<file path="src/hdl/srt_pkg.sv">
// shared types and constants for the shortest remaining time scheduler
package srt_pkg;

  localparam int unsigned SLOTS  = 16;
  localparam int unsigned SLOT_W = (SLOTS > 1) ? $clog2(SLOTS) : 1;
  localparam int unsigned CNT_W  = $clog2(SLOTS + 1);
  localparam int unsigned TIME_W = 32;
  localparam int unsigned BURST_W = 16;
  localparam int unsigned PID_W  = 5;

  localparam logic KIND_LOAD = 1'b0;
  localparam logic KIND_TICK = 1'b1;

  typedef enum logic [2:0] {
    ST_RAN    = 3'd0,
    ST_IDLE   = 3'd1,
    ST_LOADED = 3'd2,
    ST_FULL   = 3'd3,
    ST_ZERO   = 3'd4
  } status_e;

  typedef struct packed {
    logic               kind;
    logic [TIME_W-1:0]  arrival_time;
    logic [BURST_W-1:0] burst_length;
  } srt_in_t;

  typedef struct packed {
    status_e            status;
    logic [TIME_W-1:0]  tick_time;
    logic [PID_W-1:0]   process_id;
    logic               finished;
    logic               all_done;
  } srt_out_t;

endpackage

</file>
<file path="src/hdl/shortest_remaining_time_scheduler.sv">
// top level of the shortest remaining time first scheduler
//
//  channel | direction | handshake                  | payload
//  --------+-----------+----------------------------+-------------------
//  input   | in        | in_valid_i / in_ready_o    | srt_pkg::srt_in_t
//  output  | out       | out_valid_o / out_ready_i  | srt_pkg::srt_out_t
//
// a load passes through the load step; a tick passes through the scan step and then the update step
// a tick scans the loaded entries of the slot table one entry a cycle through a single compare unit
// one transaction at a time; the next one is taken while the result waits
// reset clears counters, time and completion flags; slot memories need no clearing
// a stalled output holds the sequencer in its last step until the result is taken
module shortest_remaining_time_scheduler (
  input  logic              clk_i,
  input  logic              rst_ni,
  input  logic              in_valid_i,
  output logic              in_ready_o,
  input  srt_pkg::srt_in_t  in_data_i,
  output logic              out_valid_o,
  input  logic              out_ready_i,
  output srt_pkg::srt_out_t out_data_o
);

  typedef enum logic [3:0] {
    S_IDLE = 4'b0001,
    S_LOAD = 4'b0010,
    S_SCAN = 4'b0100,
    S_UPD  = 4'b1000
  } state_e;

  state_e state_q, state_d;

  srt_pkg::srt_in_t                 item_q, item_d;
  logic [srt_pkg::TIME_W-1:0]       now_q, now_d;
  logic [srt_pkg::CNT_W-1:0]        loaded_q, loaded_d;
  logic [srt_pkg::CNT_W-1:0]        done_cnt_q, done_cnt_d;
  logic [srt_pkg::SLOTS-1:0]        done_q, done_d;
  logic [srt_pkg::CNT_W-1:0]        idx_q, idx_d;
  logic                             rd_v_q, rd_v_d;
  logic [srt_pkg::SLOT_W-1:0]       rd_idx_q, rd_idx_d;
  logic                             found_q, found_d;
  logic [srt_pkg::SLOT_W-1:0]       best_q, best_d;
  logic [srt_pkg::BURST_W-1:0]      best_rem_q, best_rem_d;
  logic                             out_valid_q, out_valid_d;
  srt_pkg::srt_out_t                out_q, out_d;

  logic                             arr_we, rem_we;
  logic [srt_pkg::SLOT_W-1:0]       rem_waddr, rd_addr;
  logic [srt_pkg::BURST_W-1:0]      rem_wdata, rem_new;
  logic [srt_pkg::TIME_W-1:0]       arr_rd;
  logic [srt_pkg::BURST_W-1:0]      rem_rd;
  logic                             out_free, issue, eligible, fin;

  srt_ram #(
    .WIDTH(srt_pkg::TIME_W),
    .DEPTH(srt_pkg::SLOTS)
  ) u_arr_ram (
    .clk_i  (clk_i),
    .we_i   (arr_we),
    .waddr_i(loaded_q[srt_pkg::SLOT_W-1:0]),
    .wdata_i(item_q.arrival_time),
    .raddr_i(rd_addr),
    .rdata_o(arr_rd)
  );

  srt_ram #(
    .WIDTH(srt_pkg::BURST_W),
    .DEPTH(srt_pkg::SLOTS)
  ) u_rem_ram (
    .clk_i  (clk_i),
    .we_i   (rem_we),
    .waddr_i(rem_waddr),
    .wdata_i(rem_wdata),
    .raddr_i(rd_addr),
    .rdata_o(rem_rd)
  );

  assign in_ready_o  = (state_q == S_IDLE);
  assign out_valid_o = out_valid_q;
  assign out_data_o  = out_q;
  assign out_free    = !out_valid_q || out_ready_i;
  assign issue       = (idx_q < loaded_q);
  assign rd_addr     = idx_q[srt_pkg::SLOT_W-1:0];
  assign eligible    = !done_q[rd_idx_q] && (arr_rd <= now_q);
  assign rem_new     = (best_rem_q != '0) ? best_rem_q - 1'b1 : best_rem_q;
  assign fin         = found_q && (rem_new == '0);

  always_comb begin
    state_d     = state_q;
    item_d      = item_q;
    now_d       = now_q;
    loaded_d    = loaded_q;
    done_cnt_d  = done_cnt_q;
    done_d      = done_q;
    idx_d       = idx_q;
    rd_v_d      = 1'b0;
    rd_idx_d    = rd_idx_q;
    found_d     = found_q;
    best_d      = best_q;
    best_rem_d  = best_rem_q;
    out_valid_d = out_valid_q && !out_ready_i;
    out_d       = out_q;
    arr_we      = 1'b0;
    rem_we      = 1'b0;
    rem_waddr   = best_q;
    rem_wdata   = rem_new;

    case (state_q)
      S_IDLE: begin
        if (in_valid_i) begin
          item_d  = in_data_i;
          idx_d   = '0;
          found_d = 1'b0;
          state_d = (in_data_i.kind == srt_pkg::KIND_TICK) ? S_SCAN : S_LOAD;
        end
      end
      S_LOAD: begin
        if (out_free) begin
          out_valid_d       = 1'b1;
          out_d.tick_time   = now_q;
          out_d.finished    = 1'b0;
          out_d.process_id  = '0;
          if (loaded_q == srt_pkg::CNT_W'(srt_pkg::SLOTS)) begin
            out_d.status = srt_pkg::ST_FULL;
          end else if (item_q.burst_length == '0) begin
            out_d.status = srt_pkg::ST_ZERO;
          end else begin
            out_d.status     = srt_pkg::ST_LOADED;
            out_d.process_id = srt_pkg::PID_W'(32'(loaded_q) + 32'd1);
            arr_we           = 1'b1;
            rem_we           = 1'b1;
            rem_waddr        = loaded_q[srt_pkg::SLOT_W-1:0];
            rem_wdata        = item_q.burst_length;
            done_d[loaded_q[srt_pkg::SLOT_W-1:0]] = 1'b0;
            loaded_d         = loaded_q + 1'b1;
          end
          out_d.all_done = (done_cnt_q == loaded_d);
          state_d        = S_IDLE;
        end
      end
      S_SCAN: begin
        if (issue) begin
          idx_d    = idx_q + 1'b1;
          rd_v_d   = 1'b1;
          rd_idx_d = idx_q[srt_pkg::SLOT_W-1:0];
        end
        if (rd_v_q && eligible && (!found_q || (rem_rd < best_rem_q))) begin
          found_d    = 1'b1;
          best_d     = rd_idx_q;
          best_rem_d = rem_rd;
        end
        if (!issue && !rd_v_q) begin
          state_d = S_UPD;
        end
      end
      S_UPD: begin
        if (out_free) begin
          out_valid_d     = 1'b1;
          out_d.tick_time = now_q;
          if (found_q) begin
            rem_we           = 1'b1;
            out_d.status     = srt_pkg::ST_RAN;
            out_d.process_id = srt_pkg::PID_W'(32'(best_q) + 32'd1);
          end else begin
            out_d.status     = srt_pkg::ST_IDLE;
            out_d.process_id = '0;
          end
          if (fin) begin
            done_d[best_q] = 1'b1;
            done_cnt_d     = done_cnt_q + 1'b1;
          end
          out_d.finished = fin;
          out_d.all_done = (done_cnt_d == loaded_q);
          if (now_q != '1) begin
            now_d = now_q + 1'b1;
          end
          state_d = S_IDLE;
        end
      end
      default: begin
        state_d = S_IDLE;
      end
    endcase
  end

  always_ff @(posedge clk_i or negedge rst_ni) begin
    if (!rst_ni) begin
      state_q     <= S_IDLE;
      now_q       <= '0;
      loaded_q    <= '0;
      done_cnt_q  <= '0;
      done_q      <= '0;
      idx_q       <= '0;
      rd_v_q      <= 1'b0;
      found_q     <= 1'b0;
      out_valid_q <= 1'b0;
    end else begin
      state_q     <= state_d;
      now_q       <= now_d;
      loaded_q    <= loaded_d;
      done_cnt_q  <= done_cnt_d;
      done_q      <= done_d;
      idx_q       <= idx_d;
      rd_v_q      <= rd_v_d;
      found_q     <= found_d;
      out_valid_q <= out_valid_d;
    end
  end

  always_ff @(posedge clk_i) begin
    item_q     <= item_d;
    rd_idx_q   <= rd_idx_d;
    best_q     <= best_d;
    best_rem_q <= best_rem_d;
    out_q      <= out_d;
  end

endmodule

</file>
<file path="src/hdl/srt_ram.sv">
// generic single write port ram with registered read
module srt_ram #(
  parameter int unsigned WIDTH = 8,
  parameter int unsigned DEPTH = 16
) (
  input  logic                                       clk_i,
  input  logic                                       we_i,
  input  logic [((DEPTH > 1) ? $clog2(DEPTH) : 1)-1:0] waddr_i,
  input  logic [WIDTH-1:0]                           wdata_i,
  input  logic [((DEPTH > 1) ? $clog2(DEPTH) : 1)-1:0] raddr_i,
  output logic [WIDTH-1:0]                           rdata_o
);

  logic [WIDTH-1:0] mem_q [DEPTH];
  logic [WIDTH-1:0] rdata_q;

  always_ff @(posedge clk_i) begin
    if (we_i) begin
      mem_q[waddr_i] <= wdata_i;
    end
    rdata_q <= mem_q[raddr_i];
  end

  assign rdata_o = rdata_q;

endmodule

</file>
<file path="config.mk">
export PLATFORM = sky130hd
export DESIGN_NAME = shortest_remaining_time_scheduler
export DESIGN_NICKNAME = d
export VERILOG_FILES = /design/src/hdl/srt_pkg.sv /design/src/hdl/shortest_remaining_time_scheduler.sv /design/src/hdl/srt_ram.sv
export SDC_FILE = /design/constraint.sdc
export NUM_CORES = 1
export LEC_CHECK = 0
export BUFFER_PORTS_ARGS = -buffer_cell sky130_fd_sc_hd__buf_2
export CORE_MARGIN = 10
export CORE_UTILIZATION = 65
export DETAILED_ROUTE_END_ITERATION = 8
export GPL_TIMING_DRIVEN = 0
export PLACE_DENSITY_LB_ADDON = 0.15
export SETUP_SLACK_MARGIN = 0.4
export SYNTH_ARGS = -nofsm -noshare
export SYNTH_HDL_FRONTEND = slang
export SYNTH_HIERARCHICAL = 1
export SYNTH_SLANG_ARGS = --single-unit
</file>
<file path="constraint.sdc">
create_clock -name clk_i -period 8.2 [get_ports clk_i]
set_clock_uncertainty 0.05 [all_clocks]
set_input_delay 1.64 -clock clk_i [delete_from_list [all_inputs] [get_ports clk_i]]
set_output_delay 1.64 -clock clk_i [all_outputs]
set_load 0.01 [all_outputs]
</file>
==> results.json <==
{
  "outcome": "completed",
  "grt_max_degree": 71,
  "critical_path_depth": 10,
  "h-tree-depth": 3,
  "endpoint": "u_rem_ram/mem_q[12][10]",
  "final_cell_mix": "edfxtp_1 (882), mux4_2 (187), nand2_1 (114), buf_2 (106)",
  "drt_wl_total_um": 94490,
  "synth_simple_gate_area_share": 0.04595,
  "min_period_ns": 5.283,
  "clkSinkCount": 1000,
  "grt_pass1_wl_um": 141000,
  "grt_pass1_vias": 21830,
  "synthToLayoutAreaGrowth_pct": 14.48,
  "path_clk_slew_ns": 0.07,
  "cp_slowest_cell": "nor3_2",
  "cts_tree": "done",
  "synth_edf_count": 882,
  "synth_fa_ha_area_frac": 0.02035,
  "finalInstanceArea_um2": 45040,
  "crit_family": "simple AND/OR/NAND/NOR gates",
  "ys_types": 69,
  "reg2reg_to": "u_rem_ram/mem_q[12][10]",
  "setup_viol": 0,
  "clkPwrFrac": 0.332,
  "dieWidth_um": 266.0,
  "crit_buf_inv": 4,
  "clockBufferDepth": 3,
  "worstMarginPinSlew_ns": 1.273,
  "gp_congestion": 0.8736,
  "ant_nets": 0,
  "peakVddDrop_mv": 0.2669,
  "place_area_um2": 41780,
  "dr.pass1.iters": 5,
  "ios": 97,
  "pwr-share-comb": 0.189,
  "hold_viol_final": 0,
  "fmax_ghz": 0.1893,
  "syn_inst": 2097,
  "routedWlPerCell_um": 29.45,
  "clock-root-buffer": "clkbuf_16",
  "final_common_cell": "edfxtp_1",
  "start_util": 0.6543,
  "finalMaxSlewViolations": 0,
  "syn_area_um2": 39350,
  "clk_latency_ns": 0.67,
  "path_common_cell": "clkbuf_1",
  "viasPerCell": 6.663,
  "power_per_cell_area_nw_per_um2": 294.5,
  "p_sw_mw": 3.631,
  "critical_path.cell_chain": "inv_1 -> ha_1 -> nand4_1 -> clkbuf_1 -> nand2_1 -> clkbuf_1 -> o21ai_0 -> nand3_1 -> nor3_2 -> buf_6",
  "netSwitchingFraction": 0.2737,
  "fin_util": 0.7491,
  "hp-class": "reg -> reg",
  "p_seq_frac": 0.479,
  "p_total_mw": 13.26,
  "maxCapViolCount": 0,
  "final.period_utilization": 0.6442,
  "synth_ff_type": "edfxtp_1",
  "worstSetupPathType": "reg -> reg",
  "track_usage": 0.2717,
  "die_area_um2": 70770,
  "dpl.hpwl_um": 60980,
  "synth-compound-area-share": 0.04541,
  "cts_buffers": 96,
  "antenna_found_initial": 1,
  "cp_max_fo": 16,
  "synth_xor_xnor_area_share": 0.01313,
  "rr_startpoint": "loaded_q[1]",
  "hold_slack_ns": 0.3742,
  "io_buffers": 96,
  "critPathMaxStageDelay_ns": 0.80,
  "required_ns": 8.53,
  "r2r_setup_slack_ns": 2.92,
  "fin_cells": 3208,
  "avgSynthCellArea_um2": 18.76,
  "ctsResizeCount": 0,
  "reg2reg_depth": 10,
  "vias": 21380,
  "synth_top_family_by_area": "multiplexers",
  "core.rowCount": 90,
  "worstSetupStartpoint": "loaded_q[1]",
  "muxShareOfSynthArea": 0.1161,
  "drc_errors": 0,
  "synth_seq_area_share": 0.7421,
  "core_um2": 60130,
  "relSlewSlack": 0.1517,
  "synthArstFlopShare": 0.07000,
  "leakagePower_nw": 15.05,
  "n_antenna_cell": 0,
  "place_inst": 3023,
  "postCtsSetupRepairBufs": 0,
  "fp.dieH_um": 266.0,
  "p_int_mw": 9.634,
  "drive_gt1_frac": 0.2350,
  "ys_seq_elements": 1000,
  "grt-ovfl-total": 0,
  "cts_hold_buf": 0,
  "end_kind": "flop",
  "syn-num-nets": 2214,
  "nets": 2459,
  "cp_data_arrival_time_ns": 5.61,
  "rsz0062_at_grt": "no",
  "synth_warnings": 6,
  "drtIter0Drc": 2774,
  "crit_path_start_kind": "flop"
}
-- kinds of logic (layout without fill, tap and decap cells) --
| logic type | Yosys count | in the layout |
|---|---|---|
| AOI/OAI and AO/OA | 258 | 258 |
| xor gates and xnor gates | 59 | 59 |
| adders and majority gates | 64 | 64 |
| buffers and inverters | 151 | 480 |
| DFF | 1000 | 1000 |
| muxes | 206 | 206 |
| and+or+nand+nor | 359 | 359 |
-- cell type report --
type / count / area (um2)
plain buffers: 84 / 419.2
clock buffers: 138 / 2700
clock inverters: 44 / 516.7
fillers: 3365 / 15090
inverters: 67 / 251.5
multi-input cells: 946 / 9683
flip-flops and latches: 1000 / 29200
well taps: 782 / 978.4
repair buffers: 147 / 1296
-- flip-flops by register name, indices dropped and copies added (netlist names), 5 cells and up --
| register | count |
|---|---|
| item_q | 48 |
| best_rem_q | 16 |
| u_arr_ram/mem_q | 512 |
| u_arr_ram/rdata_o | 32 |
| done_q | 16 |
| u_rem_ram/mem_q | 256 |
| now_q | 32 |
| out_data_o | 42 |
| done_cnt_q | 5 |
| loaded_q | 5 |
| u_rem_ram/rdata_o | 16 |
| idx_q | 5 |
-- Yosys cell counts, types with 6 or more instances --
cell type / instances / share of area
nand2_1: 114 / 0.011
buf_1: 14 / 0.0013
dfrtp_1: 69 / 0.044
a21oi_1: 52 / 0.0066
a31oi_1: 15 / 0.0024
nand2b_1: 11 / 0.0017
nor2_1: 72 / 0.0069
a22oi_1: 96 / 0.018
and3_1: 12 / 0.0019
ha_1: 64 / 0.020
nor3_1: 28 / 0.0036
mux2i_1: 6 / 0.0015
clkbuf_1: 41 / 0.0039
xnor2_1: 51 / 0.011
nand3_1: 32 / 0.0041
and2_1: 10 / 0.0016
edfxtp_1: 882 / 0.67
o21ai_0: 27 / 0.0034
nor4_1: 11 / 0.0017
nand4_1: 24 / 0.0038
buf_4: 13 / 0.0025
mux4_1: 10 / 0.0067
buf_2: 11 / 0.0014
xor2_1: 8 / 0.0018
a21o_1: 20 / 0.0038
mux4_2: 187 / 0.11
nor2b_1: 12 / 0.0019
inv_1: 66 / 0.0063
dfxtp_1: 48 / 0.024
a41oi_1: 6 / 0.0013
-- per-layer routing --
| metal | vias up | GRT usage | part of all wire |
|---|---|---|---|
| li1 | 8967 | - | - |
| met1 | 11020 | 0.3568 | 0.38 |
| met2 | 1163 | 0.4556 | 0.51 |
| met3 | 222 | 0.04318 | 0.075 |
| met4 | 0 | 0.1056 | 0.039 |
| met5 | - | 0 | 0 |
-- worst min-delay path by stage --
stage | end | cells past startpoint | from
2_1_floorplan | best_rem_q[0] | 0 | u_rem_ram/rdata_o[0]
3_3_place_gp | best_rem_q[0] | 0 | u_rem_ram/rdata_o[0]
3_5_place_dp | best_rem_q[0] | 0 | u_rem_ram/rdata_o[0]
4_1_cts | best_rem_q[4] | 0 | u_rem_ram/rdata_o[4]
5_1_grt | best_rem_q[4] | 0 | u_rem_ram/rdata_o[4]
6_report | best_rem_q[4] | 0 | u_rem_ram/rdata_o[4]
-- stage by stage --
stage | TNS, ns | worst slack, ns
2_1_floorplan | 0 | 2.170
3_5_place_dp | 0 | 2.206
4_1_cts | 0 | 2.747
6_report | 0 | 2.917
5_1_grt | 0 | 2.728
3_3_place_gp | -97.22 | -1.094
-- power by group through the flow --
stage	logic, mW	clock network [mW]	registers [mW]
2_1_floorplan	1.72	0	6.29
3_3_place_gp	2.34	0	6.45
3_5_place_dp	2.45	0	6.46
4_1_cts	2.50	4.47	6.36
5_1_grt	2.68	4.67	6.39
6_report	2.50	4.41	6.36
(Power assumes the default switching activity.)
